[config.mk]
export PLATFORM = sky130hd
export DESIGN_NAME = observer_state_feedback_controller
export DESIGN_NICKNAME = d
export VERILOG_FILES = /design/src/rtl/osfc_pkg.sv /design/src/rtl/osfc_ram.sv /design/src/rtl/osfc_mac.sv /design/src/rtl/observer_state_feedback_controller.sv
export SDC_FILE = /design/constraint.sdc
export NUM_CORES = 2
export LEC_CHECK = 0
export BUFFER_PORTS_ARGS = -buffer_cell sky130_fd_sc_hd__buf_2
export CAP_MARGIN = 20
export CORE_ASPECT_RATIO = 0.6
export CORE_UTILIZATION = 55
export DETAILED_ROUTE_END_ITERATION = 7
export PLACE_DENSITY_LB_ADDON = 0.3
export SLEW_MARGIN = 20
export SYNTH_ARGS = -nofsm -noshare
export SYNTH_HDL_FRONTEND = slang
export SYNTH_SLANG_ARGS = --single-unit
[constraint.sdc]
create_clock -name clk -period 12.45 [get_ports clk]
set_input_delay 1.245 -clock clk [delete_from_list [all_inputs] [get_ports clk]]
set_output_delay 1.245 -clock clk [all_outputs]
set_load 0.02 [all_outputs]
[src/rtl/osfc_pkg.sv]
package osfc_pkg;

  // Problem size and number format (signed, four integer bits)
  localparam int STATE_DIM    = 4;
  localparam int MEAS_DIM     = 2;
  localparam int SAMPLE_WIDTH = 24;
  localparam int FRAC_BITS    = SAMPLE_WIDTH - 4;

  // Coefficient store layout: F row-major, then G row-major, then H
  localparam int G_BASE      = STATE_DIM * STATE_DIM;
  localparam int H_BASE      = G_BASE + STATE_DIM * MEAS_DIM;
  localparam int COEFF_COUNT = H_BASE + STATE_DIM;
  localparam int ROW_LEN     = STATE_DIM + MEAS_DIM;

  // Stream packing
  localparam int IDX_W       = 5;
  localparam int IN_TDATA_W  = ((IDX_W + 3 * SAMPLE_WIDTH + 7) / 8) * 8;
  localparam int OUT_TDATA_W = ((SAMPLE_WIDTH + 7) / 8) * 8;
  localparam int VALUE_LSB   = IDX_W;
  localparam int MEAS0_LSB   = IDX_W + SAMPLE_WIDTH;
  localparam int MEAS1_LSB   = IDX_W + 2 * SAMPLE_WIDTH;

  // Memory address and counter widths
  localparam int CADDR_W = $clog2(COEFF_COUNT);
  localparam int SADDR_W = $clog2(2 * STATE_DIM);
  localparam int ROW_W   = (STATE_DIM > 1) ? $clog2(STATE_DIM) : 1;
  localparam int COL_W   = $clog2(ROW_LEN);
  localparam int MSEL_W  = (MEAS_DIM > 1) ? $clog2(MEAS_DIM) : 1;

  // Datapath widths
  localparam int PROD_W = 2 * SAMPLE_WIDTH;
  localparam int RND_W  = PROD_W - FRAC_BITS;
  localparam int ACC_W  = RND_W + $clog2(ROW_LEN) + 1;

  typedef logic signed [SAMPLE_WIDTH-1:0] sample_t;

  // Control that travels alongside one multiply-accumulate through the pipeline
  typedef struct packed {
    logic              valid;
    logic              first;
    logic              last;
    logic              hphase;
    logic              use_meas;
    logic [MSEL_W-1:0] msel;
    logic [ROW_W-1:0]  row;
  } tag_t;

  // Finished dot product, already saturated
  typedef struct packed {
    logic             done;
    logic             hphase;
    logic [ROW_W-1:0] row;
    sample_t          value;
    logic             clipped;
  } row_res_t;

  // The state memory holds two banks of STATE_DIM entries
  function automatic logic [SADDR_W-1:0] st_addr(input logic bank, input int idx);
    int a;
    a = (bank ? STATE_DIM : 0) + idx;
    return SADDR_W'(a);
  endfunction

endpackage

[src/rtl/osfc_ram.sv]
module osfc_ram #(
  parameter int DEPTH = 8,
  parameter int WIDTH = 24
) (
  input  logic                                 clk,
  input  logic                                 rst_n,
  input  logic                                 wr_en,
  input  logic [((DEPTH > 1) ? $clog2(DEPTH) : 1)-1:0] wr_addr,
  input  logic [WIDTH-1:0]                     wr_data,
  input  logic [((DEPTH > 1) ? $clog2(DEPTH) : 1)-1:0] rd_addr,
  output logic [WIDTH-1:0]                     rd_data
);

  logic [WIDTH-1:0] mem [DEPTH];
  logic [DEPTH-1:0] vld_r;
  logic [WIDTH-1:0] rd_data_r;

  // Entry valid bits: an entry never written since reset reads as zero.
  always_ff @(posedge clk) begin
    if (!rst_n) begin
      vld_r <= '0;
    end else if (wr_en) begin
      vld_r[wr_addr] <= 1'b1;
    end
  end

  // Storage with one write port and one registered read port.
  always_ff @(posedge clk) begin
    if (wr_en) begin
      mem[wr_addr] <= wr_data;
    end
    rd_data_r <= vld_r[rd_addr] ? mem[rd_addr] : '0;
  end

  assign rd_data = rd_data_r;

endmodule

[src/rtl/osfc_mac.sv]
module osfc_mac (
  input  logic               clk,
  input  logic               rst_n,
  input  osfc_pkg::sample_t  coeff_q,
  input  osfc_pkg::sample_t  state_q,
  input  osfc_pkg::sample_t  meas_first,
  input  osfc_pkg::sample_t  meas_second,
  input  osfc_pkg::tag_t     tag_in,
  output osfc_pkg::row_res_t res
);

  import osfc_pkg::*;

  localparam logic signed [PROD_W-1:0] HALF =
    {{(PROD_W-FRAC_BITS){1'b0}}, 1'b1, {(FRAC_BITS-1){1'b0}}};
  localparam logic signed [ACC_W-1:0] ACC_MAX =
    {{(ACC_W-SAMPLE_WIDTH+1){1'b0}}, {(SAMPLE_WIDTH-1){1'b1}}};
  localparam logic signed [ACC_W-1:0] ACC_MIN =
    {{(ACC_W-SAMPLE_WIDTH+1){1'b1}}, {(SAMPLE_WIDTH-1){1'b0}}};

  sample_t                   operand;
  logic signed [PROD_W-1:0]  prod_nxt;
  logic signed [PROD_W-1:0]  prod_r;
  logic signed [PROD_W-1:0]  biased;
  logic signed [RND_W-1:0]   rnd_nxt;
  logic signed [RND_W-1:0]   rnd_r;
  logic signed [ACC_W-1:0]   acc_nxt;
  logic signed [ACC_W-1:0]   acc_r;
  tag_t                      tag1_r;
  tag_t                      tag2_r;
  tag_t                      tag3_r;
  logic                      over;
  logic                      under;

  // Second operand: a stored state value or one of the sample's measurements.
  always_comb begin
    if (!tag_in.use_meas) begin
      operand = state_q;
    end else begin
      case (tag_in.msel)
        MSEL_W'(0): operand = meas_first;
        MSEL_W'(1): operand = meas_second;
        default:    operand = '0;
      endcase
    end
  end

  // Stage one: full-precision signed product.
  assign prod_nxt = PROD_W'(coeff_q) * PROD_W'(operand);

  // Stage two: round half up to the fraction width (floor after adding half).
  assign biased  = prod_r + HALF;
  assign rnd_nxt = $signed(biased[PROD_W-1:FRAC_BITS]);

  // Stage three: exact accumulation over one row.
  assign acc_nxt = (tag2_r.first ? ACC_W'(0) : acc_r) + ACC_W'(rnd_r);

  always_ff @(posedge clk) begin
    if (!rst_n) begin
      tag1_r <= '0;
      tag2_r <= '0;
      tag3_r <= '0;
    end else begin
      tag1_r <= tag_in;
      tag2_r <= tag1_r;
      tag3_r <= tag2_r;
    end
  end

  always_ff @(posedge clk) begin
    prod_r <= prod_nxt;
    rnd_r  <= rnd_nxt;
    if (tag2_r.valid) begin
      acc_r <= acc_nxt;
    end
  end

  // Saturate the finished row to the sample width.
  assign over  = (acc_r > ACC_MAX);
  assign under = (acc_r < ACC_MIN);

  always_comb begin
    res.done    = tag3_r.valid && tag3_r.last;
    res.hphase  = tag3_r.hphase;
    res.row     = tag3_r.row;
    res.clipped = over || under;
    if (over) begin
      res.value = ACC_MAX[SAMPLE_WIDTH-1:0];
    end else if (under) begin
      res.value = ACC_MIN[SAMPLE_WIDTH-1:0];
    end else begin
      res.value = acc_r[SAMPLE_WIDTH-1:0];
    end
  end

endmodule

[src/rtl/observer_state_feedback_controller.sv]
// Observer-based state-feedback controller, four states and two measurements.
// Input channel (in_*): in_tuser selects the action. A coefficient load
// (in_tuser = 1) writes one signed Q4.20 coefficient of F, G or H into the
// coefficient memory in the cycle of its transfer; indexes past the store are
// dropped. A sample (in_tuser = 0) computes new_state = F*state + G*y and
// drive = H*new_state through one shared multiply-accumulate pipeline.
// Output channel (out_*): one transfer per sample carries the drive in
// out_tdata and the clip flag in out_tuser.
// A sample runs from its transfer to out_tvalid through these steps: the F and
// G row products, a wait until the last new state is written back to the state
// memory, the H drive products, the pipeline drain and the load of the output
// register. The shared multiplier and the read-after-write wait on the state
// memory set the length of this sequence; the next item is taken in the cycle
// the result appears, and a new sample is not taken before the last one has
// reached the output register.
// Reset clears state and coefficients (both read as zero until written) and
// empties the output register. While the receiver stalls the result stays in
// the output register; further loads and one further sample are still taken,
// and that sample waits for the output register before finishing.
module observer_state_feedback_controller (
  input  logic                             clk,
  input  logic                             rst_n,
  input  logic                             in_tvalid,
  output logic                             in_tready,
  // coeff_index, coeff_value, measured_first, measured_second, zero padding
  input  logic [osfc_pkg::IN_TDATA_W-1:0]  in_tdata,
  // action
  input  logic [0:0]                       in_tuser,
  output logic                             out_tvalid,
  input  logic                             out_tready,
  // drive_value
  output logic [osfc_pkg::OUT_TDATA_W-1:0] out_tdata,
  // saturated
  output logic [0:0]                       out_tuser
);

  import osfc_pkg::*;

  localparam int GAP_LEN = 4;

  typedef enum logic [2:0] {
    ST_IDLE,
    ST_ROWS,
    ST_GAP,
    ST_HROW,
    ST_DRAIN,
    ST_PUSH
  } state_t;

  state_t                   state_r;
  logic [ROW_W-1:0]         row_r;
  logic [COL_W-1:0]         col_r;
  logic [1:0]               gap_r;
  logic                     bank_r;
  logic                     sat_r;
  logic                     pend_sat_r;
  sample_t                  drive_r;
  sample_t                  y0_r;
  sample_t                  y1_r;
  tag_t                     tag0_r;
  tag_t                     tag_nxt;
  logic                     out_tvalid_r;
  logic [OUT_TDATA_W-1:0]   out_tdata_r;
  logic                     out_tuser_r;

  logic [IDX_W-1:0]         in_idx;
  sample_t                  in_value;
  logic                     in_xfer;
  logic                     c_wr_en;
  logic [CADDR_W-1:0]       c_rd_addr;
  logic [SADDR_W-1:0]       s_rd_addr;
  logic                     s_wr_en;
  logic [SADDR_W-1:0]       s_wr_addr;
  sample_t                  coeff_q;
  sample_t                  state_q;
  row_res_t                 res;

  // Input unpacking
  assign in_idx    = in_tdata[IDX_W-1:0];
  assign in_value  = in_tdata[VALUE_LSB +: SAMPLE_WIDTH];
  assign in_tready = (state_r == ST_IDLE);
  assign in_xfer   = in_tvalid && in_tready;

  // Coefficient loads go straight into memory; out-of-range indexes are ignored.
  assign c_wr_en = in_xfer && in_tuser[0] && (int'(in_idx) < COEFF_COUNT);

  // Issue logic: pick the coefficient and operand for the current step.
  always_comb begin
    tag_nxt   = '0;
    c_rd_addr = '0;
    s_rd_addr = st_addr(bank_r, 0);
    case (state_r)
      ST_ROWS: begin
        tag_nxt.valid = 1'b1;
        tag_nxt.first = (col_r == '0);
        tag_nxt.last  = (col_r == COL_W'(ROW_LEN - 1));
        tag_nxt.row   = row_r;
        if (int'(col_r) < STATE_DIM) begin
          c_rd_addr = CADDR_W'(int'(row_r) * STATE_DIM + int'(col_r));
          s_rd_addr = st_addr(bank_r, int'(col_r));
        end else begin
          tag_nxt.use_meas = 1'b1;
          tag_nxt.msel     = MSEL_W'(int'(col_r) - STATE_DIM);
          c_rd_addr = CADDR_W'(G_BASE + int'(row_r) * MEAS_DIM + int'(col_r) - STATE_DIM);
        end
      end
      ST_HROW: begin
        tag_nxt.valid  = 1'b1;
        tag_nxt.first  = (row_r == '0);
        tag_nxt.last   = (row_r == ROW_W'(STATE_DIM - 1));
        tag_nxt.hphase = 1'b1;
        tag_nxt.row    = row_r;
        c_rd_addr = CADDR_W'(H_BASE + int'(row_r));
        s_rd_addr = st_addr(!bank_r, int'(row_r));
      end
      default: begin
      end
    endcase
  end

  // New state rows are written into the other bank, so old state stays readable.
  assign s_wr_en   = res.done && !res.hphase;
  assign s_wr_addr = st_addr(!bank_r, int'(res.row));

  osfc_ram #(
    .DEPTH (COEFF_COUNT),
    .WIDTH (SAMPLE_WIDTH)
  ) u_coeff_ram (
    .clk     (clk),
    .rst_n   (rst_n),
    .wr_en   (c_wr_en),
    .wr_addr (CADDR_W'(in_idx)),
    .wr_data (in_value),
    .rd_addr (c_rd_addr),
    .rd_data (coeff_q)
  );

  osfc_ram #(
    .DEPTH (2 * STATE_DIM),
    .WIDTH (SAMPLE_WIDTH)
  ) u_state_ram (
    .clk     (clk),
    .rst_n   (rst_n),
    .wr_en   (s_wr_en),
    .wr_addr (s_wr_addr),
    .wr_data (res.value),
    .rd_addr (s_rd_addr),
    .rd_data (state_q)
  );

  osfc_mac u_mac (
    .clk         (clk),
    .rst_n       (rst_n),
    .coeff_q     (coeff_q),
    .state_q     (state_q),
    .meas_first  (y0_r),
    .meas_second (y1_r),
    .tag_in      (tag0_r),
    .res         (res)
  );

  // Sequencer, state bank selection and output register.
  always_ff @(posedge clk) begin
    if (!rst_n) begin
      state_r      <= ST_IDLE;
      row_r        <= '0;
      col_r        <= '0;
      gap_r        <= '0;
      bank_r       <= 1'b0;
      sat_r        <= 1'b0;
      tag0_r       <= '0;
      out_tvalid_r <= 1'b0;
    end else begin
      tag0_r <= tag_nxt;

      // A transfer empties the output register unless a new result replaces it.
      if (out_tvalid_r && out_tready && (state_r != ST_PUSH)) begin
        out_tvalid_r <= 1'b0;
      end

      if (res.done && !res.hphase && res.clipped) begin
        sat_r <= 1'b1;
      end

      unique case (state_r)
        ST_IDLE: begin
          if (in_xfer && !in_tuser[0]) begin
            y0_r    <= in_tdata[MEAS0_LSB +: SAMPLE_WIDTH];
            y1_r    <= in_tdata[MEAS1_LSB +: SAMPLE_WIDTH];
            sat_r   <= 1'b0;
            row_r   <= '0;
            col_r   <= '0;
            state_r <= ST_ROWS;
          end
        end
        ST_ROWS: begin
          if (col_r == COL_W'(ROW_LEN - 1)) begin
            col_r <= '0;
            if (row_r == ROW_W'(STATE_DIM - 1)) begin
              row_r   <= '0;
              gap_r   <= '0;
              state_r <= ST_GAP;
            end else begin
              row_r <= row_r + 1'b1;
            end
          end else begin
            col_r <= col_r + 1'b1;
          end
        end
        ST_GAP: begin
          // Wait until the last new state row has been written back.
          if (gap_r == 2'(GAP_LEN - 1)) begin
            state_r <= ST_HROW;
          end else begin
            gap_r <= gap_r + 1'b1;
          end
        end
        ST_HROW: begin
          if (row_r == ROW_W'(STATE_DIM - 1)) begin
            row_r   <= '0;
            state_r <= ST_DRAIN;
          end else begin
            row_r <= row_r + 1'b1;
          end
        end
        ST_DRAIN: begin
          if (res.done && res.hphase) begin
            drive_r    <= res.value;
            pend_sat_r <= sat_r || res.clipped;
            bank_r     <= !bank_r;
            state_r    <= ST_PUSH;
          end
        end
        ST_PUSH: begin
          if (!out_tvalid_r || out_tready) begin
            out_tvalid_r <= 1'b1;
            out_tdata_r  <= OUT_TDATA_W'($unsigned(drive_r));
            out_tuser_r  <= pend_sat_r;
            state_r      <= ST_IDLE;
          end
        end
        default: begin
          state_r <= ST_IDLE;
        end
      endcase
    end
  end

  assign out_tvalid   = out_tvalid_r;
  assign out_tdata    = out_tdata_r;
  assign out_tuser[0] = out_tuser_r;

endmodule
==> results by group <==
Outcome
  – Outcome: complete, no violations

STA
  – Final Max Tran Viols: 0
  – Rel. slew slack: 20.12%
  – FMAX: 0.1088 GHz
  – Final min period: 9.191 ns
  – Crit share post-route: 73.82%
  – Pin slew with the least headroom to its limit: 1.197 ns
  – Fin Clk Skew: 0.04424 ns
  – Unrepaired setup endpoints after global routing: no
  – Final hold vios: 0
  – Finish-stage setup viols: 0
  – Final WS setup: 3.259 ns
  – Setup_tns: 0 ns

Clock network
  – Num CTS Buffers: 102
  – Hold buffer count at CTS: 0
  – Worst-Skew Late Latency: 0.73 ns
  – CTS Root Cell: clkbuf_16
  – Maximum clock path buffer count: 3
  – H-tree Lvls: 3
  – CTS tree: done
  – Clk slew on worst S/H paths: 0.06 ns
  – Post-cts resize count: 0
  – CTS Sinks: 1173
  – Setup repair bufs after CTS: 0

Floorplanning
  – Starting Density: 55.78%
  – Die W: 451.8 um
  – Total die area: 122800 sq um
  – Row count: 98
  – Total core area: 119700 sq um
  – IO Count: 112
  – Chip Height: 271.9 um

Global routing
  – Global-route wire length before repair: 263700 um
  – GRT busiest layer: met1
  – Gr usage total: 28.34%
  – GRT met2 Usage: 38.87%
  – Largest net degree at the start of global routing: 128
  – Grt ovf: 0
  – Grt met3 use: 6.978%
  – Initial antenna violation count: 4
  – Vias in the first global route: 43650
  – Met1 GRT Util: 44.69%

Synth
  – Synth unique cells: 73
  – Top_reg_cell synth: edfxtp_1
  – Synth top area share: 44.71%
  – Cell taking the most area after synthesis: edfxtp_1
  – Synth top area cells: edfxtp_1 45%, fa_1 18%, nand2_1 6.9%
  – Top post-synthesis cells by count: 1222 x nand2_1, 994 x edfxtp_1, 631 x inv_1
  – FF+latch count, synth: 1173
  – Async S/R FF share, synth: 0%
  – YS warnings: 0
  – Mapped Area: 66760 sq um
  – Syn Inst Count: 5880
  – Syn nets: 6742
  – Syn avg cell area: 11.35 sq um
  – Most frequent cell after synthesis: nand2_1
  – Seq/Total Area, Yosys: 50.08%
  – Post-synth EDFFs: 994

Detailed routing
  – DRC viols: 0
  – DR pass1 iterations: 5
  – DRT antenna net count: 0
  – Via density: 5.836
  – Post-Route WL: 171400 um
  – Iteration-0 DRC Markers: 5518
  – Vias: 44250
  – Avg WL per Cell: 22.61 um

Critical path
  – Worst setup SP type: register
  – Worst-path maximum fanout: 24
  – Critical path arrival: 9.82 ns
  – CP Capture Type: register
  – Setup CP Type: reg -> reg
  – CP required: 13.08 ns

Power
  – Total power: 0.007879 W
  – P_leak: 29.42 nW
  – Peak VDD IR: 127.9 uV
  – Power Dens Cells: 108.2 nW/um^2

Placement
  – IO Port Bufs: 108
  – RePlAce Congestion: 0.8834
  – Post-DP HPWL: 108300 um
  – Dpl cells: 7387
  – Area after DPL: 69340 sq um
  – Pre-CTS setup slack: 3.330 ns

Cells and area
  – Layout area overhead: 9.051%
  – Share of cells above drive strength 1: 8.293%
  – Final nets: 6753
  – Multi-input logic area: 30120 sq um
  – Register area: 33440 sq um
  – Final Instance Count excl. Fillers: 7582
  – Layout Cell Area excl Fill: 72800 sq um
  – Fillers: 9346

Run
  – Total of max-cap violations: 0

Worst hold path
  – Worst hold-check path type: reg -> reg
==> worst paths after layout <==
| kind | from | to | slack [ns] | depth (start not counted) |
|---|---|---|---|---|
| worst max-delay path | tag0_r[2] | u_mac.prod_r[43] | 3.26 | 24 |
| worst min-delay path | drive_r[19] | out_tdata[19] | 0.42 | 0 |
| worst max register to register | tag0_r[2] | u_mac.prod_r[43] | 3.26 | 24 |
| worst min register to register | drive_r[19] | out_tdata[19] | 0.42 | 0 |
==> registers in the layout (all words and copies together), names as in the netlist, 6 cells and up <==
signal and count:
u_coeff_ram.vld_r 28, u_mac.rnd_r 28, u_mac.prod_r 29, u_state_ram.rd_data 24, u_state_ram.vld_r 8, u_coeff_ram.mem 672, out_tdata 24, y1_r 24
y0_r 24, u_mac.tag2_r 6, u_mac.tag1_r 6, u_mac.acc_r 32, drive_r 24, u_state_ram.mem 192, u_coeff_ram.rd_data 24, tag0_r 8
==> cells by family after synthesis <==
logic type                 share of synthesized area [%]
and+or+nand+nor                                    16.08
DFF                                                50.08
buffers and inverters                              5.523
adders and majority gates                          21.39
AOI/OAI and AO/OA                                  5.214
xor gates and xnor gates                           1.273
muxes                                             0.4386
==> critical path: stages, from the launching register on <==
cell and delay (ns):
dfxtp_2 1.01, mux2i_1 0.37, a21oi_2 0.21, buf_4 0.35, nand2_1 0.17, inv_1 0.20
fa_1 0.58, fa_1 0.73, inv_1 0.21, fa_1 1.01, inv_1 0.31, fa_1 0.45
fa_1 0.50, inv_1 0.06, fa_1 0.50, fa_1 0.49, inv_1 0.04, ha_1 0.37
a21o_1 0.21, a21o_1 0.17, a21oi_1 0.21, o221ai_1 0.16, o21ai_1 0.21, or4b_1 0.45
o311ai_1 0.10
==> layer usage <==
metal  vias to the layer above  share of wire, %
met5                         -            0.0041
met4                         2               2.5
met3                       244                12
met2                      2364                41
met1                     22080                44
li1                      19560                 -
==> cell usage in the layout, fill, tap and decap left out, types with 108 or more instances in the layout <==
cell type / count
nand2_1: 1221
ha_1: 170
dfxtp_1: 173
nand3_1: 381
and2_1: 203
nor2b_1: 129
nor2_1: 193
edfxtp_1: 994
buf_4: 114
inv_1: 631
fa_1: 607
buf_2: 108
a311oi_1: 148
==> metrics by stage <==
| stage | hold slack [ns] | utilization (%) |
|---|---|---|
| 2_1_floorplan | 0.4003 | - |
| 3_3_place_gp | 0.4024 | 57.94 |
| 3_5_place_dp | 0.4045 | 57.94 |
| 4_1_cts | 0.4198 | 60.83 |
| 5_1_grt | 0.4259 | 60.83 |
| 6_report | 0.4185 | 60.83 |
==> cell type report <==
class / instances / area share (%)
well taps: 1600 / 2.750
flip-flops and latches: 1173 / 45.93
inverters: 632 / 3.259
clock inverters: 43 / 0.4881
clock buffers: 151 / 4.250
multi-input cells: 3759 / 41.37
repair buffers: 223 / 1.946
diodes: 1 / 0.003437
==> report_power, final <==
group	switching [W]	internal (W)
clock	0.00147	0.00176
sequential	0.0000181	0.00428
combinational	0.000259	0.0000977
(Power assumes the default switching activity.)
